`src/rtl/pru_pkg.sv`:
```
package pru_pkg;

    // Default sizes of the line store and of the replication factor.
    localparam int MAX_WIDTH_DEF = 1024;
    localparam int MAX_SCALE_DEF = 16;

    // Fixed field widths.
    localparam int ROW_WIDTH_W = 11;
    localparam int SCALE_W     = 5;
    localparam int PIXEL_W     = 24;
    localparam int KIND_W      = 2;
    localparam int CFG_DATA_W  = 11;

    // Configuration register indexes.
    localparam logic CFG_ROW_WIDTH = 1'b0;
    localparam logic CFG_SCALE     = 1'b1;

    // Input item actions.
    localparam logic ACT_PIXEL = 1'b0;
    localparam logic ACT_TICK  = 1'b1;

    // Result kinds.
    localparam logic [KIND_W-1:0] KIND_PIXEL  = 2'd0;
    localparam logic [KIND_W-1:0] KIND_PAD    = 2'd1;
    localparam logic [KIND_W-1:0] KIND_REJECT = 2'd2;

    // One emission job handed from the control stage to the emitter.
    typedef struct packed {
        logic               rej;       // single rejected-pixel result
        logic               from_mem;  // pixel comes from the line store read data
        logic [1:0]         pad;       // zero pad bytes after the pixel copies
        logic [PIXEL_W-1:0] bgr;       // pixel when not taken from the line store
    } t_job;

endpackage

```
`src/rtl/pru_emit.sv`:
```
module pru_emit #(
    parameter int MAX_SCALE = pru_pkg::MAX_SCALE_DEF,
    localparam int SW = $clog2(MAX_SCALE + 1)
) (
    input  logic                        i_clk,
    input  logic                        i_rst_n,
    input  logic                        i_job_valid,
    input  pru_pkg::t_job               i_job,
    input  logic [SW-1:0]               i_job_pix,
    input  logic [pru_pkg::PIXEL_W-1:0] i_mem_data,
    output logic                        o_take,
    output logic                        o_valid,
    input  logic                        i_ready,
    output logic [pru_pkg::KIND_W-1:0]  o_kind,
    output logic [pru_pkg::PIXEL_W-1:0] o_data,
    output logic                        o_last
);

    logic                        r_busy;
    logic                        r_rej;
    logic [SW-1:0]               r_pix;
    logic [1:0]                  r_pad;
    logic [pru_pkg::PIXEL_W-1:0] r_bgr;

    logic fire;
    logic beat_last;

    assign fire = r_busy && i_ready;

    always_comb begin
        if (r_rej) begin
            beat_last = 1'b1;
        end else if (r_pix != '0) begin
            beat_last = (r_pix == SW'(1)) && (r_pad == 2'b00);
        end else begin
            beat_last = r_pad == 2'd1;
        end
    end

    assign o_take = !r_busy || (fire && beat_last);

    always_ff @(posedge i_clk) begin
        if (!i_rst_n) begin
            r_busy <= 1'b0;
        end else if (o_take) begin
            r_busy <= i_job_valid;
        end
    end

    always_ff @(posedge i_clk) begin
        if (o_take) begin
            r_rej <= i_job.rej;
            r_pix <= i_job_pix;
            r_pad <= i_job.pad;
            r_bgr <= i_job.from_mem ? i_mem_data : i_job.bgr;
        end else if (fire) begin
            if (r_pix != '0) begin
                r_pix <= r_pix - SW'(1);
            end else begin
                r_pad <= r_pad - 2'd1;
            end
        end
    end

    assign o_valid = r_busy;
    assign o_last  = beat_last;

    always_comb begin
        if (r_rej) begin
            o_kind = pru_pkg::KIND_REJECT;
            o_data = '0;
        end else if (r_pix != '0) begin
            o_kind = pru_pkg::KIND_PIXEL;
            o_data = r_bgr;
        end else begin
            o_kind = pru_pkg::KIND_PAD;
            o_data = '0;
        end
    end

`ifndef NO_ASSERTIONS
    a_busy_has_work: assert property (@(posedge i_clk) disable iff (!i_rst_n)
        r_busy |-> (r_rej || (r_pix != '0) || (r_pad != 2'b00)))
        else $error("emitter busy with nothing left to send");
    a_continue_job: assert property (@(posedge i_clk) disable iff (!i_rst_n)
        (fire && !beat_last) |=> r_busy)
        else $error("emitter dropped a job before its last word");
`endif

endmodule

```
`config.mk`:
```
export PLATFORM = sky130hd
export DESIGN_NAME = pru_emit
export DESIGN_NICKNAME = d
export VERILOG_FILES = /design/src/rtl/pru_pkg.sv /design/src/rtl/pru_emit.sv
export SDC_FILE = /design/constraint.sdc
export NUM_CORES = 1
export LEC_CHECK = 0
export BUFFER_PORTS_ARGS = -buffer_cell sky130_fd_sc_hd__buf_2
export CAP_MARGIN = 20
export CORE_MARGIN = 5
export CORE_UTILIZATION = 45
export CTS_BUF_LIST = sky130_fd_sc_hd__clkbuf_8 sky130_fd_sc_hd__clkbuf_16
export CTS_CLUSTER_DIAMETER = 80
export DETAILED_ROUTE_END_ITERATION = 8
export GPL_ROUTABILITY_DRIVEN = 0
export GPL_TIMING_DRIVEN = 0
export HOLD_SLACK_MARGIN = 0.1
export MAX_ROUTING_LAYER = met4
export PLACE_DENSITY_LB_ADDON = 0.25
export SLEW_MARGIN = 25
export SYNTH_ARGS = -nofsm -noshare
export SYNTH_HDL_FRONTEND = slang
export SYNTH_SLANG_ARGS = --single-unit
```
`constraint.sdc`:
```
create_clock -name i_clk -period 2.2 [get_ports i_clk]
set_input_delay 0.22 -clock i_clk [delete_from_list [all_inputs] [get_ports i_clk]]
set_output_delay 0.22 -clock i_clk [all_outputs]
set_load 0.02 [all_outputs]
```
======== Yosys cells after proc, flatten, opt, wreduce, memory -nomap -nowiden ========
Cells that the tools add are included.
storage, ports and cells
  flip-flop bits (word level) ............. 33
  latch bits .............................. 0
  RAM bits ................................ 0
  bits in read-only memories .............. 0
  input bits .............................. 61
  output and inout port bits .............. 29
  word-level logic and storage cells ...... 34
  memories kept ........................... 0
cells by class
  add/sub/neg operators ................... 2
  $mul .................................... 0
  div/mod/pow operators ................... 0
  $lt $le $gt $ge ......................... 0
  equal/unequal tests ..................... 3
  shifts and indexed selects .............. 0
  multiplexer cells ....................... 13
  bitwise gates (word level) .............. 0
  reduce and logical (&&, ||, !) cells .... 11
operators by type and width
  operator                                                            count
  24-bit two-way mux                                                  3
  5-bit two-way mux                                                   3
  2-bit two-way mux                                                   4
  5-bit by 1-bit == test with 1-bit output, second input constant     1
  5-bit nonzero test                                                  1
  5-bit by 1-bit subtractor with 5-bit output, second input constant  1
  2-bit AND reduction                                                 2
  2-bit nonzero test                                                  2
  1-bit logical AND                                                   3
  1-bit two-way mux                                                   3
  2-bit by 1-bit == test with 1-bit output, second input constant     1
  2-bit zero test                                                     1
  2-bit inequality test, second input constant                        1
  2-bit by 1-bit subtractor with 2-bit output, second input constant  1
  1-bit zero test                                                     1
  1-bit logical OR                                                    1

======== Logic depth before layout (Yosys ltp) ========
Gate-level depths: netlist (run 1).
  depth after elaboration ................. 8
  gate-level depth with buffers ........... 6
  gate-level depth less buffers ........... 6

======== Least setup slack after synthesis (run 1) ========
OpenSTA, ideal clock, no wires.
  kind .................................... flip-flop to flip-flop
  from .................................... register r_pix[0]
  to ...................................... register r_bgr[0] (netlist bit), enable pin
  setup time .............................. 386 ps
  data arrival time ....................... 1716 ps
  required time ........................... 1814 ps
  path slack .............................. 99 ps
  cell stages (with the launch flop) ...... 7
  path buffers ............................ 0
  period minus slack after synthesis ...... 2101 ps
  cell sequence ........................... edfxtp_1 -> inv_1 -> ha_1 -> nand2_1 -> o21ai_2 -> a31oi_4 -> inv_1
on the way
  cells in the longest elaborated chain, start to end .. 6
  elaborated cells on any way between the ends .. 7
  classes of those cells .................. 1 x eq/ne; 2 x mux; 4 x reduce/logical
ends and longest elaborated chain
  element                                   RTL line        RTL
  start: declaration                        pru_emit.sv:21  logic [SW-1:0] r_pix;
  start signal: assignment                  pru_emit.sv:53  r_pix <= i_job_pix;
  start signal: assignment                  pru_emit.sv:58  r_pix <= r_pix - SW'(1);
  5-bit by 1-bit == test with 1-bit output  pru_emit.sv:34  beat_last = (r_pix == SW'(1)) && (r_pad == 2'b00);
  1-bit logical AND                         pru_emit.sv:34
  1-bit two-way mux *                       pru_emit.sv:33  end else if (r_pix != '0) begin
  1-bit two-way mux *                       pru_emit.sv:31  if (r_rej) begin
  1-bit logical AND *                       pru_emit.sv:40  assign o_take = !r_busy || (fire && beat_last);
  1-bit logical OR *                        pru_emit.sv:40
  via o_take                                pru_emit.sv:11  output logic o_take,
  end signal: assignment                    pru_emit.sv:55  r_bgr <= i_job.from_mem ? i_mem_data : i_job.bgr;
  end: declaration                          pru_emit.sv:23  logic [pru_pkg::PIXEL_W-1:0] r_bgr;
Mark *: on every way through the listed nets, which the timed path passes. The rest lies on a longest branch.
A chain may end at the register's enable or synchronous reset.

======== Worst setup path after layout (run 1) ========
  from .................................... register r_pix[0]
  to ...................................... output port o_take
on the way
  cells in the longest elaborated chain, start to end .. 6
  elaborated cells on any way between the ends .. 7
  classes of those cells .................. 1 x eq/ne; 2 x mux; 4 x reduce/logical
ends and longest elaborated chain
  element                                   RTL line
  5-bit by 1-bit == test with 1-bit output  pru_emit.sv:34
  1-bit logical AND                         pru_emit.sv:34
  1-bit two-way mux *                       pru_emit.sv:33
  1-bit two-way mux *                       pru_emit.sv:31
  1-bit logical AND *                       pru_emit.sv:40
  1-bit logical OR *                        pru_emit.sv:40
  end: declaration                          pru_emit.sv:11
Mark *: on every way between the ends. The rest lies on a longest branch, timed or not.

==> results of run 1 <==
-- worst min-delay path by stage --
stage / from / end / slack (ns) / cells past startpoint
2_1_floorplan: i_job[27] / r_rej / 0.32 / 0
3_3_place_gp: i_job[27] / r_rej / 0.40 / 1
3_5_place_dp: i_job[27] / r_rej / 0.41 / 1
4_1_cts: i_job[27] / r_rej / 0.12 / 1
5_1_grt: i_job[27] / r_rej / 0.11 / 1
6_report: i_job[27] / r_rej / 0.13 / 1
-- cell type report --
class,count,area [um2]
Multi-Input combinational cell,84,752
Buffer,6,31.3
Timing Repair inverter,1,7.51
Sequential cell,33,981
Timing Repair Buffer,93,478
Clock inverter,3,12.5
Clock buffer,5,68.8
Tap cell,48,60.1
Fill cell,326,1320
Inverter,7,30.0
-- timing repair --
action / 4_1_cts / 5_1_grt
gates cloned: 1 / 0
setup buffers: 1 / 4
endpoints found under the setup margin: 46 / 41
gates resized for setup: 3 / 5
endpoints found under the hold margin: 0 / 0
pin swaps: 1 / 1
-- kinds of logic after synthesis --
logic type	synth area share, %
AND/OR/NAND/NOR	14.0
flip-flops	55.1
multiplexers	19.5
buffers and inverters	3.09
AO/OA/AOI/OAI	3.44
adder cells (fa/ha/maj)	3.51
XOR/XNOR	1.47
-- worst reg2reg max path, stage by stage (launching register included) --
cell and delay [ns]:
edfxtp_1 0.41, inv_1 0.12, ha_2 0.24, o21ai_2 0.11
a31oi_4 0.28, buf_4 0.21, mux2_2 0.34
-- registers in the layout, indices dropped and copies added, names as in the netlist --
register,count
o_valid,1
r_bgr,24
r_pad,2
r_pix,5
r_rej,1
-- where the power goes --
| group | internal, W | switching [W] |
|---|---|---|
| clock network | 0.000212 | 0.000198 |
| registers | 0.000771 | 0.0000278 |
| logic | 0.000183 | 0.000194 |
-- per-stage QoR --
step | utilization, % | instance area, um2 | cells
floorplan | - | 1780 | 130
global placement | 61.0 | 2280 | 266
detailed placement | 61.0 | 2280 | 266
CTS | 63.7 | 2380 | 276
global route | 64.7 | 2420 | 280
finish | 64.7 | 2420 | 280
-- cell usage after synthesis (all sizes together) (2+ instances only) --
cell and instances:
nor2 3, buf 3, nor3 2, and2 25
mux2 29, xor2 2, clkbuf 3, mux2i 2
edfxtp 32, inv 7, o21ai 3, nand2 8
ha 5
-- layer usage --
layer	up-vias	part of all wire, %	wire length (um)
met4	0	0.55	20
li1	658	-	-
met3	2	9.7	355
met2	53	53	1930
met1	605	37	1360
met5	-	0	0
==> run_results.csv, run 1 <==
group,metric,value,unit
run_status,outcome,"finished clean",
sta,period_share,91.9,%
cts,clockBufferDepth,2,
route,drt_wl_total,3.67,mm
global_routing,grt.busiest_layer,"met2",
floorplan,die_area,5320,um2
route,detail-route-antenna-nets,0,
global_routing,grt_max_degree,14,
sta,hold_viol,0,
critical_path,critical_path_depth,6,
floorplan,start_util,47.6,%
route,routed_via_density,4.71,
finish,areaGrowthSynthToFinish,35.9,%
critical_path,cp_cell_sequence,"inv_1 > ha_2 > o21ai_2 > a31oi_4 > clkinvlp_4 > buf_2",
global_routing,grt_pass1_wl,5.60,mm
critical_path,r2r_slack,0.25,ns
synthesis,yosys_warnings,0,
synthesis,yosysSeqAreaShare,55.1,%
finish,antenna_cells,0,
cts,cts_root_buffer,"clkbuf_8",
cts,path_clk_slew,0.06,ns
min_path,hold_path_class,"primary input to flop",
sta,setup_viol,0,
synthesis,synthArstFlopShare,0,%
sta,max_freq,0.494,GHz
route,num_vias,1318,
power_and_ir_drop,vdd_ir_drop_max,0.491,mV
critical_path,slowest_delay,0.41,ns
sta,finalCriticalPeriod,2.02,ns
synthesis,ys.flop_type,"edfxtp_1",
floorplan,die_w,72.9,um
critical_path,cp_data_required_time,1.98,ns
sta,worst_slack,0.177,ns
cts,ctsHtreeMaxLevel,2,
synthesis,synth_nets,196,
finish,final_common_cell,"buf_2",
floorplan,rows,22,
cts,cts_num_sinks,33,
global_routing,grt.overflow.total,0,
critical_path,reg2reg_to,"r_pix[4]",
synthesis,synth_area_per_cell,13.7,um2
global_routing,track_usage,14.6,%
sta,slew_headroom,77.6,%
critical_path,cp-startpoint,"r_pix[0]",
sta,rsz0062_at_grt,"no",
synthesis,synth_cells,130,
critical_path,path_buf_inv,3,
critical_path,reg2reg_depth,6,
cts,clk_latency,0.27,ns
sta,worstMarginPinSlew,0.335,ns
floorplan,coreArea,3740,um2
power_and_ir_drop,p_leak,1.13,nW
critical_path,cp_top_family,"buffers and inverters",
route,drc,0,
sta,hold_slack,0.127,ns
synthesis,syn-cell-area,1780,um2
global_routing,use_met2,24.1,%
synthesis,yosys.area.top_type,"edfxtp_1",
route,wl_per_cell,13.1,um
sta,final.setup_skew,0.00389,ns
global_routing,grt_pass1_vias,1278,
route,firstDrtPassIters,4,
critical_path,endpoint,"o_take",
critical_path,crit_path_end_kind,"output pin",
critical_path,cp_max_fo,5,
power_and_ir_drop,powerDensity,655,nW/um2
synthesis,synth_top_area_share,53.9,%
synthesis,yosysUniqueCellTypes,23,
sta,maxSlewViolCount,0,
placed_design,hpwlAfterDp,2.81,mm
synthesis,ys_ff_latch,33,
critical_path,criticalPathCategory,"flop to output pin",
power_and_ir_drop,total_power,0.00159,W
critical_path,cp-start-kind,"flop",
placed_design,pre_cts_ws,-0.294,ns
critical_path,crit_arrival,1.80,ns
synthesis,synth_enable_flop_cells,32,
global_routing,use_met3,6.47,%
placed_design,io_buffers,88,
route,drt_iter0_drc,39,
synthesis,synthTopCellsByArea,"edfxtp_1 54%, mux2_2 18%, and2_2 10%",
finish,final_nets,297,
floorplan,die_h,72.9,um
finish,layout_common_cells,"90 x buf_2, 32 x edfxtp_1, 29 x mux2_2",
global_routing,antenna_found_initial,0,
sta,setup_tns,0,ns
global_routing,grtUsageMet1,16.0,%
critical_path,r2r_start,"r_pix[0]",
floorplan,num_io_pins,90,
cts,hold_buffers,0,
finish,final_layout_size_suffix_gt1_share,71.1,%
run,drv_cap,0,
cts,cts_buffers,5,
critical_path,slowest_stage,"edfxtp_1",
cts,cts_tree,"built",
Note: power is estimated with default switching activity, not from simulation.
==> run 2: changes to the inputs <==
==> constraint.sdc (replaced) <==
create_clock -name i_clk -period 2.05 [get_ports i_clk]
set_input_delay 0.205 -clock i_clk [delete_from_list [all_inputs] [get_ports i_clk]]
set_output_delay 0.205 -clock i_clk [all_outputs]
set_load 0.02 [all_outputs]
==> run 2 against run 1 <==
Against the previous run: utilization up 0.97 points; first-iteration DRC count grew 28%; critical path depth is 1 lower; critical path type unchanged; combinational power rose by 13%; non-clock buffer count grew 2; clock skew increased by 0.0027 ns.
==> run_results.csv, run 2 (same netlist as run 1, synthesis figures left out) <==
group,metric,value,unit
global_routing,track_usage,16.2,%
critical_path,path_buf_inv,2,
global_routing,grt_pass1_wl,6.19,mm
finish,nFillCells,316,
finish,antenna_cells,0,
sta,worstMarginPinSlew,0.336,ns
min_path,hold_path_class,"primary input to flop",
floorplan,die_area,5320,um2
sta,rsz0062_at_grt,"no",
cts,cts_num_sinks,33,
power_and_ir_drop,combPwrFrac,24.5,%
route,routed_via_density,4.68,
floorplan,start_util,47.6,%
floorplan,rows,22,
cts,clk_latency,0.28,ns
finish,layout_common_cells,"90 x buf_2, 32 x edfxtp_1, 29 x mux2_2",
sta,hold_viol,0,
global_routing,grt.overflow.total,0,
placed_design,io_buffers,88,
power_and_ir_drop,vdd_ir_drop_max,0.494,mV
finish,multi_input_area,769,um2
cts,path_clk_slew,0.07,ns
route,drt_wl_total,3.86,mm
finish,final_common_cell,"buf_2",
finish,final_layout_size_suffix_gt1_share,71.4,%
placed_design,hpwlAfterDp,2.93,mm
finish,areaGrowthSynthToFinish,37.9,%
sta,maxSlewViolCount,0,
finish,final_nets,299,
critical_path,criticalPathCategory,"flop to output pin",
floorplan,die_h,72.9,um
finish,seq_area,981,um2
cts,cts_buffers,5,
cts,cts_root_buffer,"clkbuf_8",
global_routing,antenna_found_initial,0,
power_and_ir_drop,p_clk_share,26.5,%
route,num_vias,1320,
critical_path,cp_data_required_time,1.85,ns
critical_path,cp_top_family,"simple AND/OR/NAND/NOR gates",
sta,slew_headroom,77.3,%
finish,top_register,"r_bgr",
cts,cts_tree,"built",
finish,largest_reg_flops,24,
sta,period_share,94.6,%
power_and_ir_drop,switchingPower,0.000477,W
route,drc,0,
run,drv_cap,0,
sta,final.setup_skew,0.00658,ns
critical_path,r2r_slack,0.15,ns
critical_path,cp_cell_sequence,"nor3_4 > a21oi_4 > clkbuf_2 > and2_2 > buf_2",
critical_path,cp-start-kind,"flop",
global_routing,grt_max_degree,14,
cts,clockBufferDepth,2,
placed_design,pre_cts_ws,-0.391,ns
min_path,min_from,"i_rst_n",
route,firstDrtPassIters,4,
floorplan,die_w,72.9,um
run_status,outcome,"finished clean",
finish,utilization,65.6,%
critical_path,cp_max_fo,10,
critical_path,r2r_start,"r_pix[0]",
sta,max_freq,0.516,GHz
min_path,hold_depth,2,
critical_path,reg2reg_to,"r_pix[3]",
critical_path,crit_arrival,1.73,ns
power_and_ir_drop,p_leak,1.14,nW
floorplan,coreArea,3740,um2
sta,hold_slack,0.127,ns
finish,largestRegisters,"r_bgr: 24 flops, r_pix: 5 flops, r_pad: 2 flops",
critical_path,reg2reg_depth,6,
route,wl_per_cell,13.7,um
power_and_ir_drop,powerDensity,709,nW/um2
critical_path,crit_path_end_kind,"output pin",
power_and_ir_drop,p_seq_share,49.1,%
critical_path,cp-startpoint,"r_pix[3]",
sta,worst_slack,0.112,ns
route,detail-route-antenna-nets,0,
min_path,hold_end,"o_valid",
power_and_ir_drop,total_power,0.00174,W
floorplan,num_io_pins,90,
critical_path,slowest_delay,0.44,ns
cts,ctsHtreeMaxLevel,2,
power_and_ir_drop,p_int,0.00127,W
sta,setup_viol,0,
power_and_ir_drop,swShare,27.4,%
global_routing,grt_pass1_vias,1411,
route,drt_iter0_drc,50,
critical_path,slowest_stage,"edfxtp_1",
sta,finalCriticalPeriod,1.94,ns
## run 2: cell types whose count changed in the layout (fill, tap and decap cells not counted), sizes merged
cell	change
inv	-1
buf	+1
clkinv	+1
dlygate4sd3	+1
## run 2: metrics by stage
stage	TNS, ns	std cells	cell area (um2)
after floorplan	0	130	1790
after global placement	-6.88	266	2290
after detailed placement	-7.09	266	2290
after CTS	0	279	2420
after global routing	0	282	2460
final	0	282	2460
## run 2: area by class of cell
| class | count | area share [%] |
|---|---|---|
| Clock buffer | 5 | 2.80 |
| Clock inverter | 3 | 0.560 |
| Tap cell | 48 | 2.44 |
| Inverter | 7 | 1.22 |
| Timing Repair Buffer | 95 | 20.2 |
| Sequential cell | 33 | 39.9 |
| Multi-Input combinational cell | 84 | 31.3 |
| Timing Repair inverter | 1 | 0.305 |
| Buffer | 6 | 1.27 |
## run 2: power groups by stage
| stage | logic [W] | clock network, W | registers [W] |
|---|---|---|---|
| 6_report | 0.000426 | 0.000461 | 0.000856 |
| 4_1_cts | 0.000415 | 0.000476 | 0.000857 |
| 2_1_floorplan | 0.000255 | 0 | 0.000866 |
| 3_3_place_gp | 0.000390 | 0 | 0.000869 |
| 3_5_place_dp | 0.000397 | 0 | 0.000871 |
| 5_1_grt | 0.000472 | 0.000507 | 0.000863 |
## run 2: what timing repair did
action	CTS	global route
buffers inserted	3	3
gates resized for setup	5	2
hold buffers	1	0
endpoints found under the hold margin	1	0
gates cloned	1	0
pin swaps	1	1
endpoints found under the setup margin	46	39
## run 2: per-layer routing
| metal | track usage [%] | routed length [um] | vias up |
|---|---|---|---|
| met5 | - | 0 | - |
| met4 | 7.79 | 116 | 0 |
| met3 | 5.23 | 286 | 9 |
| met2 | 26.6 | 1970 | 49 |
| met1 | 17.6 | 1490 | 604 |
| li1 | - | - | 658 |
## run 2: how the worst max path moves through the flow
stage | to | slack (ns) | cells after the start
after floorplan | r_bgr[0] | 0.01 | 6
after global placement | o_take | -0.38 | 6
after detailed placement | o_take | -0.39 | 7
after CTS | o_take | 0.001 | 6
after global routing | o_data[22] | 0.001 | 5
final | o_data[14] | 0.11 | 5
## run 2: worst reg2reg max path: cells and delay by family (launching register included)
kind	cells	cell delay [ns]
AOI/OAI and AO/OA	2	0.34
buffers and inverters	2	0.36
muxes	1	0.34
adders and majority gates	1	0.19
DFF	1	0.42
