==> src/rtl/pru_pkg.sv <==
package pru_pkg;

    // Default sizes of the line store and of the replication factor.
    localparam int MAX_WIDTH_DEF = 1024;
    localparam int MAX_SCALE_DEF = 16;

    // Fixed field widths.
    localparam int ROW_WIDTH_W = 11;
    localparam int SCALE_W     = 5;
    localparam int PIXEL_W     = 24;
    localparam int KIND_W      = 2;
    localparam int CFG_DATA_W  = 11;

    // Configuration register indexes.
    localparam logic CFG_ROW_WIDTH = 1'b0;
    localparam logic CFG_SCALE     = 1'b1;

    // Input item actions.
    localparam logic ACT_PIXEL = 1'b0;
    localparam logic ACT_TICK  = 1'b1;

    // Result kinds.
    localparam logic [KIND_W-1:0] KIND_PIXEL  = 2'd0;
    localparam logic [KIND_W-1:0] KIND_PAD    = 2'd1;
    localparam logic [KIND_W-1:0] KIND_REJECT = 2'd2;

    // One emission job handed from the control stage to the emitter.
    typedef struct packed {
        logic               rej;       // single rejected-pixel result
        logic               from_mem;  // pixel comes from the line store read data
        logic [1:0]         pad;       // zero pad bytes after the pixel copies
        logic [PIXEL_W-1:0] bgr;       // pixel when not taken from the line store
    } t_job;

endpackage

==> src/rtl/pru_ctrl.sv <==
module pru_ctrl #(
    parameter int MAX_WIDTH = pru_pkg::MAX_WIDTH_DEF,
    parameter int MAX_SCALE = pru_pkg::MAX_SCALE_DEF,
    localparam int AW = (MAX_WIDTH > 1) ? $clog2(MAX_WIDTH) : 1,
    localparam int SW = $clog2(MAX_SCALE + 1)
) (
    input  logic                           i_clk,
    input  logic                           i_rst_n,
    input  logic                           i_cfg_valid,
    input  logic                           i_cfg_index,
    input  logic [pru_pkg::CFG_DATA_W-1:0] i_cfg_data,
    input  logic                           i_valid,
    output logic                           o_ready,
    input  logic                           i_action,
    input  logic [pru_pkg::PIXEL_W-1:0]    i_pixel,
    input  logic                           i_take,
    output logic                           o_job_valid,
    output pru_pkg::t_job                  o_job,
    output logic [SW-1:0]                  o_job_pix,
    output logic                           o_mem_we,
    output logic                           o_mem_re,
    output logic [AW-1:0]                  o_mem_addr,
    output logic [pru_pkg::PIXEL_W-1:0]    o_mem_wdata
);

    localparam int WW  = $clog2(MAX_WIDTH + 1);
    localparam int RW  = (MAX_SCALE > 1) ? $clog2(MAX_SCALE) : 1;
    localparam int WCW = (WW > pru_pkg::ROW_WIDTH_W) ? WW : pru_pkg::ROW_WIDTH_W;
    localparam int SCW = (SW > pru_pkg::SCALE_W) ? SW : pru_pkg::SCALE_W;

    logic [pru_pkg::ROW_WIDTH_W-1:0] r_row_width;
    logic [pru_pkg::SCALE_W-1:0]     r_scale;
    logic [AW-1:0]                   r_col,        n_col;
    logic [AW-1:0]                   r_rcol,       n_rcol;
    logic [RW-1:0]                   r_rows,       n_rows;
    logic                            r_replaying,  n_replaying;
    logic                            r_job_valid,  n_job_valid;
    pru_pkg::t_job                   r_job,        n_job;
    logic [SW-1:0]                   r_job_pix,    n_job_pix;

    logic [WCW-1:0] w_raw;
    logic [SCW-1:0] s_raw;
    logic [WW-1:0]  eff_w;
    logic [SW-1:0]  eff_s;
    logic [1:0]     w_lo;
    logic [1:0]     s_lo;
    logic [3:0]     pad_prod;
    logic           accept;
    logic [AW-1:0]  cur_col;
    logic           row_end;
    logic [RW-1:0]  first_rows;

    // Effective width and scale: zero acts as one, large values saturate.
    always_comb begin
        w_raw = WCW'(r_row_width);
        s_raw = SCW'(r_scale);
        if (w_raw == '0) begin
            eff_w = WW'(1);
        end else if (w_raw > WCW'(MAX_WIDTH)) begin
            eff_w = WW'(MAX_WIDTH);
        end else begin
            eff_w = WW'(w_raw);
        end
        if (s_raw == '0) begin
            eff_s = SW'(1);
        end else if (s_raw > SCW'(MAX_SCALE)) begin
            eff_s = SW'(MAX_SCALE);
        end else begin
            eff_s = SW'(s_raw);
        end
    end

    // A row of width*scale*3 bytes needs (width*scale) mod 4 pad bytes.
    assign w_lo     = 2'(eff_w);
    assign s_lo     = 2'(eff_s);
    assign pad_prod = {2'b00, w_lo} * {2'b00, s_lo};

    assign o_ready    = !r_job_valid || i_take;
    assign accept     = i_valid && o_ready;
    assign cur_col    = r_replaying ? r_rcol : r_col;
    assign row_end    = WW'(cur_col) >= (eff_w - WW'(1));
    assign first_rows = RW'(eff_s - SW'(1));

    assign o_mem_we    = accept && (i_action == pru_pkg::ACT_PIXEL) && !r_replaying;
    assign o_mem_re    = accept && (i_action == pru_pkg::ACT_TICK) && r_replaying;
    assign o_mem_addr  = cur_col;
    assign o_mem_wdata = i_pixel;

    always_comb begin
        n_col       = r_col;
        n_rcol      = r_rcol;
        n_rows      = r_rows;
        n_replaying = r_replaying;
        n_job_valid = r_job_valid && !i_take;
        n_job       = r_job;
        n_job_pix   = r_job_pix;
        if (accept) begin
            n_job.rej      = 1'b0;
            n_job.from_mem = 1'b0;
            n_job.pad      = row_end ? pad_prod[1:0] : 2'b00;
            n_job.bgr      = i_pixel;
            n_job_pix      = eff_s;
            if (i_action == pru_pkg::ACT_PIXEL) begin
                n_job_valid = 1'b1;
                if (r_replaying) begin
                    n_job.rej = 1'b1;
                    n_job.pad = 2'b00;
                    n_job_pix = '0;
                end else if (row_end) begin
                    n_col       = '0;
                    n_rcol      = '0;
                    n_rows      = first_rows;
                    n_replaying = first_rows != '0;
                end else begin
                    n_col = r_col + AW'(1);
                end
            end else if (r_replaying) begin
                n_job_valid    = 1'b1;
                n_job.from_mem = 1'b1;
                if (row_end) begin
                    n_rcol      = '0;
                    n_rows      = r_rows - RW'(1);
                    n_replaying = r_rows != RW'(1);
                end else begin
                    n_rcol = r_rcol + AW'(1);
                end
            end
        end
    end

    always_ff @(posedge i_clk) begin
        if (!i_rst_n) begin
            r_row_width <= pru_pkg::ROW_WIDTH_W'(1);
            r_scale     <= pru_pkg::SCALE_W'(1);
        end else if (i_cfg_valid) begin
            case (i_cfg_index)
                pru_pkg::CFG_ROW_WIDTH: r_row_width <= i_cfg_data;
                pru_pkg::CFG_SCALE:     r_scale     <= i_cfg_data[pru_pkg::SCALE_W-1:0];
                default: ;
            endcase
        end
    end

    always_ff @(posedge i_clk) begin
        if (!i_rst_n) begin
            r_col       <= '0;
            r_rcol      <= '0;
            r_rows      <= '0;
            r_replaying <= 1'b0;
            r_job_valid <= 1'b0;
        end else begin
            r_col       <= n_col;
            r_rcol      <= n_rcol;
            r_rows      <= n_rows;
            r_replaying <= n_replaying;
            r_job_valid <= n_job_valid;
        end
    end

    always_ff @(posedge i_clk) begin
        r_job     <= n_job;
        r_job_pix <= n_job_pix;
    end

    assign o_job_valid = r_job_valid;
    assign o_job       = r_job;
    assign o_job_pix   = r_job_pix;

`ifndef NO_ASSERTIONS
    a_replay_has_rows: assert property (@(posedge i_clk) disable iff (!i_rst_n)
        r_replaying |-> (r_rows != '0))
        else $error("replay active with no rows left");
    a_idle_replay_col: assert property (@(posedge i_clk) disable iff (!i_rst_n)
        !r_replaying |-> (r_rcol == '0))
        else $error("replay column not rewound outside replay");
    a_no_overwrite: assert property (@(posedge i_clk) disable iff (!i_rst_n)
        (r_job_valid && !i_take) |=> ($stable(r_job) && r_job_valid))
        else $error("pending job changed before the emitter took it");
`endif

endmodule

==> config.mk <==
export PLATFORM = sky130hd
export DESIGN_NAME = pru_ctrl
export DESIGN_NICKNAME = d
export VERILOG_FILES = /design/src/rtl/pru_pkg.sv /design/src/rtl/pru_ctrl.sv
export SDC_FILE = /design/constraint.sdc
export NUM_CORES = 1
export LEC_CHECK = 0
export ABC_AREA = 1
export BUFFER_PORTS_ARGS = -buffer_cell sky130_fd_sc_hd__buf_2
export CAP_MARGIN = 20
export CORE_MARGIN = 2
export CORE_UTILIZATION = 40
export DETAILED_ROUTE_END_ITERATION = 7
export HOLD_SLACK_MARGIN = 0.15
export PLACE_DENSITY = 0.72
export SYNTH_ARGS = -nofsm -noshare
export SYNTH_HDL_FRONTEND = slang
export SYNTH_SLANG_ARGS = --single-unit
==> constraint.sdc <==
create_clock -name i_clk -period 4 [get_ports i_clk]
set_clock_uncertainty 0.05 [all_clocks]
set_input_delay 1.2 -clock i_clk [delete_from_list [all_inputs] [get_ports i_clk]]
set_output_delay 1.2 -clock i_clk [all_outputs]
set_load 0.05 [all_outputs]
Word level (Yosys, flattened, before mapping)
Cells that the tools add are included.
{"block": "totals", "output_inout_bits": 71, "reg_bits": 75}
{"block": "classes", "n_eq_ne": 4, "add_sub_neg": 5, "reduce_logical": 19, "bitwise": 3, "n_mul": 1, "muxes": 30, "order_cmp": 3}
{"op": "$mux 10", "count": 7}
{"op": "$mux 11", "count": 2}
{"op": "$add 10x1->10 const B", "count": 2}
{"op": "$mux 4", "count": 5}
{"op": "$mux 5", "count": 4}
{"op": "$ge 10x11->1", "count": 1}
{"op": "$gt 11x11->1 const B", "count": 1}
{"op": "$logic_not 11->1", "count": 1}
{"op": "$sub 11x1->11 const B", "count": 1}
{"op": "$mux 1", "count": 9}
{"op": "$sub 4x1->4 const B", "count": 2}
{"op": "$logic_and 1x1->1", "count": 6}
{"op": "$mux 2", "count": 3}
{"op": "$gt 5x5->1 const B", "count": 1}
{"op": "$logic_not 5->1", "count": 1}
{"op": "$reduce_and 5->1", "count": 1}
{"op": "$ne 2x1->1 const B", "count": 2}
{"op": "$ne 4x1->1 const B", "count": 1}
{"op": "$reduce_and 2->1", "count": 2}
{"op": "$reduce_and 4->1", "count": 1}
{"op": "$reduce_bool 4->1", "count": 1}
{"op": "$logic_not 1->1", "count": 3}
{"op": "$not 1->1", "count": 3}
{"op": "$reduce_and 3->1", "count": 1}
{"op": "4 further kinds", "count": 4}

Depth between registers and ports, before layout
Gate-level depths: netlist of run 1.
{"block": "logic_depth", "word_depth": 8, "mapped_depth": 25, "mapped_depth_nobuf": 23}

Least setup slack after synthesis of run 1
OpenSTA, ideal clock, no wires.
{"block": "synth_path", "path_kind": "in2out", "startpoint": "input i_take", "endpoint": "output o_mem_we", "arrival_ns": 3.129, "setup_slack_ns": -0.379, "path_stages": 6, "cell_sequence": "inv_1 -> nand2_1 -> nand2_1 -> inv_1 -> nand2_1 -> inv_1"}
{"block": "synth_via", "elab_chain_cells": 4}
{"element": "start, declared", "line": "pru_ctrl.sv:16", "text": "input logic i_take,"}
{"element": "$logic_or 1x1->1", "line": "pru_ctrl.sv:78", "text": "assign o_ready = !r_job_valid || i_take;"}
{"element": "via o_ready", "line": "pru_ctrl.sv:13", "text": "output logic o_ready,"}
{"element": "$logic_and 1x1->1", "line": "pru_ctrl.sv:79", "text": "assign accept = i_valid && o_ready;"}
{"element": "via accept", "line": "pru_ctrl.sv:48", "text": "logic accept;"}
{"element": "$logic_and 1x1->1 (2 in series)", "line": "pru_ctrl.sv:84", "text": "assign o_mem_we = accept && (i_action == pru_pkg::ACT_PIXEL) && !r_replaying;"}
{"element": "end, declared", "line": "pru_ctrl.sv:20", "text": "output logic o_mem_we,"}
The timed path passes the listed nets, and every way through them passes these cells.

Final worst setup path of run 1
{"block": "layout_path", "startpoint": "register r_row_width[6] (netlist bit)", "endpoint": "register r_replaying"}
{"block": "layout_via", "elab_chain_cells": 8}
{"element": "start, declared", "line": "pru_ctrl.sv:31", "text": "logic [pru_pkg::ROW_WIDTH_W-1:0] r_row_width;"}
{"element": "start signal, assigned", "line": "pru_ctrl.sv:133", "text": "r_row_width <= pru_pkg::ROW_WIDTH_W'(1);"}
{"element": "start signal, assigned", "line": "pru_ctrl.sv:137", "text": "pru_pkg::CFG_ROW_WIDTH: r_row_width <= i_cfg_data;"}
{"element": "$gt 11x11->1", "line": "pru_ctrl.sv:59", "text": "end else if (w_raw > WCW'(MAX_WIDTH)) begin"}
{"element": "$mux 11", "line": "pru_ctrl.sv:59"}
{"element": "$mux 11 (*)", "line": "pru_ctrl.sv:57", "text": "if (w_raw == '0) begin"}
{"element": "$sub 11x1->11 (*)", "line": "pru_ctrl.sv:81", "text": "assign row_end = WW'(cur_col) >= (eff_w - WW'(1));"}
{"element": "$ge 10x11->1 (*)", "line": "pru_ctrl.sv:81"}
{"element": "$mux 1 (on tied branches)", "line": "pru_ctrl.sv:109, pru_ctrl.sv:120"}
{"element": "$mux 1 (on tied branches)", "line": "pru_ctrl.sv:105, pru_ctrl.sv:117"}
{"element": "$mux 1 (*)", "line": "pru_ctrl.sv:103", "text": "if (i_action == pru_pkg::ACT_PIXEL) begin"}
{"element": "end signal, assigned", "line": "pru_ctrl.sv:155", "text": "r_replaying <= n_replaying;"}
{"element": "end, declared", "line": "pru_ctrl.sv:36", "text": "logic r_replaying, n_replaying;"}
Mark *: on every way between the ends. The rest lies on a longest branch, timed or not.
A chain may end at the register's enable or synchronous reset.

==> results of run 1 <==
[kinds of logic (layout without fill, tap and decap cells)]
logic type,after synthesis,in the layout
flip-flops,75,75
AO/OA/AOI/OAI,72,72
XOR/XNOR,15,15
AND/OR/NAND/NOR,227,227
adder cells (fa/ha/maj),17,17
buffers and inverters,101,198
[cell type report]
class / count / area (um^2) / area share
sequential: 75 / 1830 / 0.381
multi-input combinational: 331 / 1730 / 0.359
timing repair buffer: 117 / 598 / 0.124
inverter: 65 / 248 / 0.0515
tap: 133 / 166 / 0.0346
clock buffer: 11 / 153 / 0.0318
clock inverter: 5 / 82.6 / 0.0172
[registers in the layout, indices dropped and copies added, names as in the netlist]
signal and cells:
o_job 28, r_row_width 11, r_col 10, r_rcol 10, o_job_pix 5, r_scale 5
r_rows 4, o_job_valid 1, r_replaying 1
[power by group]
group / switching (uW) / total [uW] / leakage [uW] / internal, uW
logic: 341 / 468 / 0.00144 / 127
clock network: 289 / 681 / 0.000119 / 392
registers: 32.0 / 881 / 0.000667 / 849
total: 662 / 2030 / 0.00223 / 1370
[tightest hold or removal path: cells and delay by family (launching register included)]
kind / cells / cell delay (ns)
flip-flops: 1 / 0.31
buffers and inverters: 1 / 0.07
AO/OA/AOI/OAI: 1 / 0.06
[metal layers]
layer | share of wire | global-route usage | up-vias
li1 | - | - | 1793
met4 | 0.018 | 0.0686 | 0
met3 | 0.084 | 0.0356 | 15
met2 | 0.45 | 0.276 | 194
met1 | 0.45 | 0.231 | 1602
met5 | 0 | 0 | -
[repair_timing]
item,CTS,global route
buffers inserted,0,3
endpoints found under the setup margin,0,21
gates resized for setup,0,5
[worst paths after layout]
path	start	end	slack (ns)	cells after the start
setup / recovery	r_row_width[6]$_SDFFE_PN0P_	r_replaying$_SDFFE_PN0P_	0.30	21
hold / removal	r_scale[1]$_SDFFE_PN0P_	r_scale[1]$_SDFFE_PN0P_	0.44	2
setup reg to reg	r_row_width[6]$_SDFFE_PN0P_	r_replaying$_SDFFE_PN0P_	0.30	21
hold reg to reg	r_scale[1]$_SDFFE_PN0P_	r_scale[1]$_SDFFE_PN0P_	0.44	2
[cells in the final DEF, fill, tap and decap left out, types with 2 or more instances in the layout]
| cell | n |
|---|---|
| a21oi_1 | 26 |
| buf_2 | 112 |
| buf_4 | 5 |
| bufinv_16 | 2 |
| clkbuf_8 | 9 |
| dfxtp_1 | 42 |
| edfxtp_1 | 33 |
| ha_1 | 16 |
| inv_1 | 64 |
| nand2_1 | 103 |
| nand2_2 | 2 |
| nand3_1 | 20 |
| nand3_2 | 3 |
| nand4_1 | 6 |
| nor2_1 | 75 |
| nor2_2 | 2 |
| nor3_1 | 8 |
| nor3b_1 | 2 |
| o21a_1 | 2 |
| o21ai_0 | 39 |
| xnor2_1 | 3 |
| xor2_1 | 12 |
[synth_stat cells, drive strengths merged]
master  instances
nand2         106
nor2           77
inv            65
dfxtp          42
o21ai          41
edfxtp         33
buf            31
a21oi          26
nand3          24
ha             17
xor2           12
nor3            9
nand4           7
clkbuf          5
nor3b           3
xnor2           3
o21a            2
a31oi           1
nor4            1
o211ai          1
o41ai           1
[stage by stage]
| stage | setup WS, ns | std cells | utilization | hold slack, ns |
|---|---|---|---|---|
| 4_1_cts | 0.143 | 734 | 0.485 | 0.435 |
| 5_1_grt | 0.00707 | 737 | 0.490 | 0.470 |
| 3_3_place_gp | 0.490 | 718 | 0.461 | 0.413 |
| 6_report | 0.304 | 737 | 0.490 | 0.437 |
| 3_5_place_dp | 0.228 | 718 | 0.461 | 0.423 |
| 2_1_floorplan | 0.0741 | 507 | - | 0.394 |
==> impl_metrics.tcl, run 1 <==
set metrics [dict create \
    status "completed" \
    yosys.area_share.adder 0.0524 \
    start_util 0.413 \
    synth.mux.area_fraction 0 \
    cp.arrival_ns 3.88 \
    cts_htree_levels 3 \
    routedWlPerCell_um 13.1 \
    worst_path_dominant_cell_family "simple AND/OR/NAND/NOR gates" \
    finalWeightedCongestion 0.882 \
    routed_wl_um 9660 \
    ys_ff_latch 75 \
    grt_max_degree 37 \
    setup_viol 0 \
    post_drt_via_cell_ratio 4.89 \
    yosys.area.top_type "edfxtp_1" \
    ir_worst_vdd_mv 0.194 \
    finalMaxSlewViolations 0 \
    yosys.area_share.simple 0.238 \
    cts_sinks 75 \
    finalCritPeriodShare 0.924 \
    clk_path_buf_depth 2 \
    cp_num_buf_inv 2 \
    drc 0 \
    dr_total_vias 3604 \
    initialDrtViolationCount 220 \
    clock_latency_ns 0.35 \
    required_ns 4.18 \
    power.leakage_uw 0.00223 \
    synth_top_family_by_area "simple AND/OR/NAND/NOR gates" \
    start_kind "flop" \
    antenna_cells 0 \
    tritoncts "done" \
    syn_area_mm2 0.00406 \
    hpwlAfterDp_um 7280 \
    cpPeakStageDelay_ns 0.33 \
    dieArea_mm2 0.0110 \
    antenna_left 0 \
    syn_inst 507 \
    overflow 0 \
    fin_tns_setup_ns 0 \
    fin_nets 658 \
    cp_slowest_cell "dfxtp_1" \
    worst_pin_slew_ns 0.592 \
    power_density_mw_per_mm2 422 \
    worstSetupPathType "reg -> reg" \
    drive_gt1_frac 0.247 \
    rsz0062_at_grt "no" \
    syn_avg_cell_area_um2 8.00 \
    cts_root_buffer "clkbuf_8" \
    synth_top_area_share 0.244 \
    grt_pass1_wl_um 15300 \
    clk_pin_slew_worst_paths_ns 0.08 \
    slew_headroom 0.604 \
    synth_compound_gate_area_share 0.0975 \
    rows 36 \
    place_area_mm2 0.00453 \
    worstPathCellList "nor2_1, nand3_2, o21ai_4, inv_1, a21oi_1, inv_1, ha_2, nand2_1, xor2_1, ha_1, nand2_1, nor2_1, nand2_1, nand2_1, nand2_1, nand3_1, nand2_1, nand3_1, nand3_4, o21ai_0, a21oi_1" \
    yosys_warnings 0 \
    die_height_um 105 \
    min_path_type "reg -> reg" \
    first_pass_iters 5 \
    pin_count 113 \
    p_total_uw 2030 \
    maxCapViolCount 0 \
    yosysSeqAreaShare 0.452 \
    fillers 940 \
    design_area_mm2 0.00481 \
    grt_pass1_vias 3279 \
    yosys-top-cells-area "edfxtp_1 (24%), dfxtp_1 (21%), nand2_1 (9.7%)" \
    port_buffers 112 \
    antenna_found_initial 0 \
    core_mm2 0.00982 \
    cts_hold_buf 0 \
    area_delta_synth_final_pct 18.5 \
    max_freq_mhz 271 \
    grt.total_usage 0.173 \
    hold_violations 0 \
    die_w_um 105 \
    crit_path_end_kind "flop" \
    numCtsBuffers 9 \
    period_needed_ns 3.70 \
    crit_path_frequent_cell "nand2_1" \
    crit_fanout 17 \
    synthXorXnorAreaFrac 0.0324 \
    synth_nets 566 \
    synth.distinct_cells 31 \
]
Power figures use the tool's default switching activity.
==> run 2, diff against run 1 <==
--- a/config.mk
+++ b/config.mk
@@ -5,12 +5,13 @@
 export SDC_FILE = /design/constraint.sdc
 export NUM_CORES = 1
 export LEC_CHECK = 0
-export ABC_AREA = 1
 export BUFFER_PORTS_ARGS = -buffer_cell sky130_fd_sc_hd__buf_2
 export CAP_MARGIN = 20
+export CORE_ASPECT_RATIO = 1.75
 export CORE_MARGIN = 2
 export CORE_UTILIZATION = 40
 export DETAILED_ROUTE_END_ITERATION = 7
+export GPL_ROUTABILITY_DRIVEN = 0
 export HOLD_SLACK_MARGIN = 0.15
 export PLACE_DENSITY = 0.72
 export SYNTH_ARGS = -nofsm -noshare
==> impl_metrics.tcl, run 2 <==
set metrics [dict create \
    clk_pin_slew_worst_paths_ns 0.06 \
    synth_top_area_share 0.259 \
    mostFrequentLayoutCell "buf_2" \
    yosysSeqAreaShare 0.479 \
    power.leakage_uw 0.00200 \
    dr_total_vias 3222 \
    core_mm2 0.00941 \
    antenna_left 0 \
    start_kind "flop" \
    drive_gt1_frac 0.318 \
    overflow 0 \
    start_util 0.407 \
    syn_inst 400 \
    rsz0062_at_grt "no" \
    drc 0 \
    cp.arrival_ns 3.85 \
    hold_violations 0 \
    period_needed_ns 3.70 \
    cts_root_buffer "clkbuf_16" \
    area_delta_synth_final_pct 21.9 \
    worst_pin_slew_ns 0.731 \
    rows 47 \
    numCtsBuffers 9 \
    finalMaxSlewViolations 0 \
    die_height_um 133 \
    p_clk_frac 0.397 \
    grt_max_degree 24 \
    yosysMostFrequentCell "nand2_1" \
    intPower_uw 1420 \
    seqPwrFrac 0.424 \
    yosys_most_used_dff "dfxtp_1" \
    tritoncts "done" \
    die_w_um 77.9 \
    fin_nets 551 \
    hpwlAfterDp_um 7040 \
    slew_headroom 0.512 \
    synth_edf_count 33 \
    synth.top_cells.by_count "nand2_1 (52), dfxtp_1 (42), edfxtp_1 (33), nor2_1 (28), a21oi_1 (25)" \
    maxCapViolCount 0 \
    antenna_cells 0 \
    yosys-top-cells-area "edfxtp_1 (26%), dfxtp_1 (22%), ha_1 (5.6%)" \
    yosys.area.top_type "edfxtp_1" \
    cts_setup_buffers 0 \
    synth.distinct_cells 46 \
    grt_pass1_wl_um 14800 \
    ys_ff_latch 75 \
    setup_viol 0 \
    endpoint "r_rcol[0]$_SDFFE_PN0P_" \
    cts_hold_buf 0 \
    worstSetupPathType "reg -> reg" \
    min_path_type "reg -> reg" \
    cts_sinks 75 \
    grt_pass1_vias 3176 \
    power_frac_comb 0.179 \
    switching_share 0.295 \
    mostFrequentLayoutCells "buf_2 (112), nand2_1 (49), dfxtp_1 (42)" \
    grt.total_usage 0.181 \
    crit_start "r_row_width[3]$_SDFFE_PN0P_" \
    yosys_warnings 0 \
    reg2reg_from "r_row_width[3]$_SDFFE_PN0P_" \
    switchingPower_uw 594 \
    finalCritPeriodShare 0.924 \
    crit_path_end_kind "flop" \
    p_total_uw 2020 \
    worst-r2r-cell-count 15 \
    cts_htree_levels 3 \
    routedWlPerCell_um 14.9 \
    largest_reg_flops 28 \
    async_flop_share 0 \
    syn_area_mm2 0.00383 \
    pin_count 113 \
    status "completed" \
    crit_fanout 14 \
    port_buffers 112 \
    clock_latency_ns 0.34 \
    fin_tns_setup_ns 0 \
    dieArea_mm2 0.0104 \
    synth_nets 459 \
    ir_worst_vdd_mv 0.222 \
    routed_wl_um 9220 \
    max_freq_mhz 270 \
    required_ns 4.15 \
    first_pass_iters 4 \
    antenna_found_initial 0 \
    initialDrtViolationCount 151 \
    power_density_mw_per_mm2 432 \
    r2r_slack_ns 0.30 \
    r2r-end "r_rcol[0]$_SDFFE_PN0P_" \
    post_drt_via_cell_ratio 5.21 \
    clk_path_buf_depth 2 \
    syn_avg_cell_area_um2 9.57 \
]
## run 2: repair_timing
action                                 in CTS  in global routing
setup endpoints to repair                   0                 10
gates resized for setup                     0                  1
endpoints found under the hold margin       0                  0
## run 2: worst min path at each step
| stage | startpoint | cells past startpoint | endpoint |
|---|---|---|---|
| detailed placement | r_rows[3]$_SDFFE_PN0P_ | 2 | r_rows[3]$_SDFFE_PN0P_ |
| finish | r_rows[3]$_SDFFE_PN0P_ | 2 | r_rows[3]$_SDFFE_PN0P_ |
| global route | r_rows[3]$_SDFFE_PN0P_ | 2 | r_rows[3]$_SDFFE_PN0P_ |
| floorplan | r_rows[3]$_SDFFE_PN0P_ | 2 | r_rows[3]$_SDFFE_PN0P_ |
| global placement | r_rows[3]$_SDFFE_PN0P_ | 2 | r_rows[3]$_SDFFE_PN0P_ |
| CTS | r_rows[3]$_SDFFE_PN0P_ | 2 | r_rows[3]$_SDFFE_PN0P_ |
## run 2: per-stage QoR
stage                     area, um^2  setup slack [ns]   util  instances  hold WS, ns
final                           4670             0.302  0.496        619        0.413
after global routing            4670             0.106  0.496        619        0.430
after CTS                       4660             0.197  0.495        619        0.414
after detailed placement        4360             0.223  0.464        603        0.402
after global placement          4360             0.361  0.464        603        0.403
after floorplan                 3860            0.0472      -        400        0.391
## run 2: cell type report
type                    count  area [um^2]
flip-flops and latches     75         1830
clock inverters             6         66.3
inverters                  19         80.1
well taps                 122          153
multi-input cells         270         1710
clock buffers              10          229
repair buffers            117          598
fillers                   897         4740
## run 2: cell families after synthesis
kind of cell | after synthesis | synth area share
AO/OA/AOI/OAI | 76 | 0.126
XOR/XNOR | 12 | 0.0275
adder cells (fa/ha/maj) | 17 | 0.0556
buffers and inverters | 55 | 0.0834
flip-flops | 75 | 0.479
multiplexers | 13 | 0.0376
AND/OR/NAND/NOR | 152 | 0.191
## run 2: power by group through the flow
stage	Combinational [uW]	Clock (uW)	Sequential (uW)
6_report	361	799	855
5_1_grt	388	843	859
4_1_cts	361	818	855
3_5_place_dp	358	0	871
3_3_place_gp	351	0	870
2_1_floorplan	213	0	943
## run 2: worst max-delay path: stages (launching register included)
cell      delay, ns
dfxtp_1        0.36
nor4_1         0.39
a31oi_1        0.16
or2_2          0.35
ha_1           0.25
o21ai_2        0.13
nand2_1        0.11
o21ai_0        0.09
a21oi_1        0.10
ha_1           0.30
and4_1         0.18
nand2_1        0.06
o22ai_1        0.28
o21ai_4        0.19
o211ai_2       0.43
mux2i_1        0.15
## run 2: metal layers
metal / track usage / share of wire
met1: 0.175 / 0.36
met2: 0.336 / 0.56
met3: 0.0440 / 0.042
met4: 0.112 / 0.040
met5: 0 / 0
==> run 3, diff against run 2 <==
--- a/config.mk
+++ b/config.mk
@@ -14,6 +14,7 @@
 export GPL_ROUTABILITY_DRIVEN = 0
 export HOLD_SLACK_MARGIN = 0.15
 export PLACE_DENSITY = 0.72
+export RECOVER_POWER = 100
 export SYNTH_ARGS = -nofsm -noshare
 export SYNTH_HDL_FRONTEND = slang
 export SYNTH_SLANG_ARGS = --single-unit
==> impl_metrics.tcl, run 3 (synthesized netlist as in run 2, its figures left out) <==
set metrics [dict create \
    antenna_found_initial 0 \
    switching_share 0.297 \
    fin_tns_setup_ns 0 \
    setup_viol 0 \
    pin_count 113 \
    p_total_uw 2000 \
    die_w_um 77.9 \
    drc 0 \
    routedWlPerCell_um 15.1 \
    dp.cells 603 \
    grt_pass1_vias 3176 \
    core_mm2 0.00941 \
    port_buffers 112 \
    crit_fanout 7 \
    worst_pin_slew_ns 1.24 \
    cts_sinks 75 \
    ir_worst_vdd_mv 0.222 \
    grt_pass1_wl_um 14800 \
    crit_path_end_kind "output port" \
    start_kind "input port" \
    routed_wl_um 9330 \
    fin_nets 551 \
    tritoncts "done" \
    finalCritPeriodShare 0.951 \
    first_pass_iters 4 \
    switchingPower_uw 594 \
    design_area_mm2 0.00455 \
    power_frac_comb 0.173 \
    rsz0062_at_grt "no" \
    power_density_mw_per_mm2 440 \
    maxCapViolCount 0 \
    power.leakage_uw 0.00180 \
    worstSetupPathType "in -> out" \
    start_util 0.407 \
    final_cells 619 \
    clock_latency_ns 0.34 \
    finalMaxSlewViolations 0 \
    grt_max_degree 24 \
    area_delta_synth_final_pct 18.9 \
    required_ns 2.75 \
    initialDrtViolationCount 143 \
    cp.arrival_ns 2.55 \
    slew_headroom 0.177 \
    dieArea_mm2 0.0104 \
    mostFrequentLayoutCells "clkbuf_1 (72), nand2_1 (50), buf_2 (43)" \
    drive_gt1_frac 0.149 \
    antenna_left 0 \
    die_height_um 133 \
    p_clk_frac 0.399 \
    cts_setup_buffers 0 \
    clk_path_buf_depth 2 \
    antenna_cells 0 \
    cts_htree_levels 3 \
    hold_violations 0 \
    largest_reg_flops 28 \
    clk_pin_slew_worst_paths_ns 0.06 \
    mostFrequentLayoutCell "clkbuf_1" \
    max_freq_mhz 263 \
    post_drt_via_cell_ratio 5.23 \
    seqPwrFrac 0.427 \
    dr_total_vias 3239 \
    final_core_utilization 0.484 \
    grt.total_usage 0.181 \
    cts_root_buffer "clkbuf_16" \
    overflow 0 \
    status "completed" \
    period_needed_ns 3.80 \
    numCtsBuffers 9 \
    rows 47 \
    place_area_mm2 0.00436 \
    hpwlAfterDp_um 7040 \
    intPower_uw 1410 \
    min_path_type "reg -> reg" \
]
-- run 3: cell count changes in the layout (fill, tap and decap cells not counted), sizes merged --
cell,previous run,this run
buf,117,46
clkbuf,10,81
-- run 3: final cells by class --
class / instances / area (um^2)
Inverter: 19 / 77.6
Multi-Input combinational cell: 270 / 1690
Tap cell: 122 / 153
Timing Repair Buffer: 117 / 504
Clock buffer: 10 / 229
Sequential cell: 75 / 1830
Clock inverter: 6 / 66.3
Fill cell: 944 / 4860
-- run 3: per-layer routing --
layer / up-vias / GRT usage / wire (um)
li1: 1593 / - / -
met1: 1518 / 0.175 / 3360
met2: 96 / 0.336 / 5210
met5: - / 0 / 0
met4: 0 / 0.112 / 333
met3: 32 / 0.0440 / 422
-- run 3: worst max-delay path, cell delays in order --
cell	delay, ns
buf_2	0.10
nand2b_1	0.16
nand2_1	0.14
clkinvlp_2	0.25
nand2_2	0.26
clkinvlp_4	0.19
buf_2	0.25
-- run 3: per-stage QoR --
step	hold WS (ns)	worst slack, ns
2_1_floorplan	0.391	0.0472
3_3_place_gp	0.403	0.361
3_5_place_dp	0.402	0.223
4_1_cts	0.414	0.197
5_1_grt	0.430	0.0688
6_report	0.413	0.196
-- run 3: power groups by stage --
stage,sequential (uW),clock (uW),combinational [uW]
after floorplan,943,0,213
after global placement,870,0,351
after detailed placement,871,0,358
after CTS,855,818,361
after global routing,860,843,373
final,856,800,347
-- run 3: path summary, 6_finish.rpt --
check	from	end	slack (ns)	cells past startpoint
max reg2reg	r_row_width[3]$_SDFFE_PN0P_	r_rows[0]$_SDFFE_PN0P_	0.31	14
min reg2reg	r_rows[3]$_SDFFE_PN0P_	r_rows[3]$_SDFFE_PN0P_	0.41	2
min	r_rows[3]$_SDFFE_PN0P_	r_rows[3]$_SDFFE_PN0P_	0.41	2
max	i_take	o_mem_we	0.20	7
-- run 3: repair_timing --
| item | 4_1_cts | 5_1_grt |
|---|---|---|
| endpoints found under the hold margin | 0 | 0 |
| hold buffers | 0 | 0 |
| endpoints found under the setup margin | 0 | 10 |
| gates resized for setup | 0 | 1 |
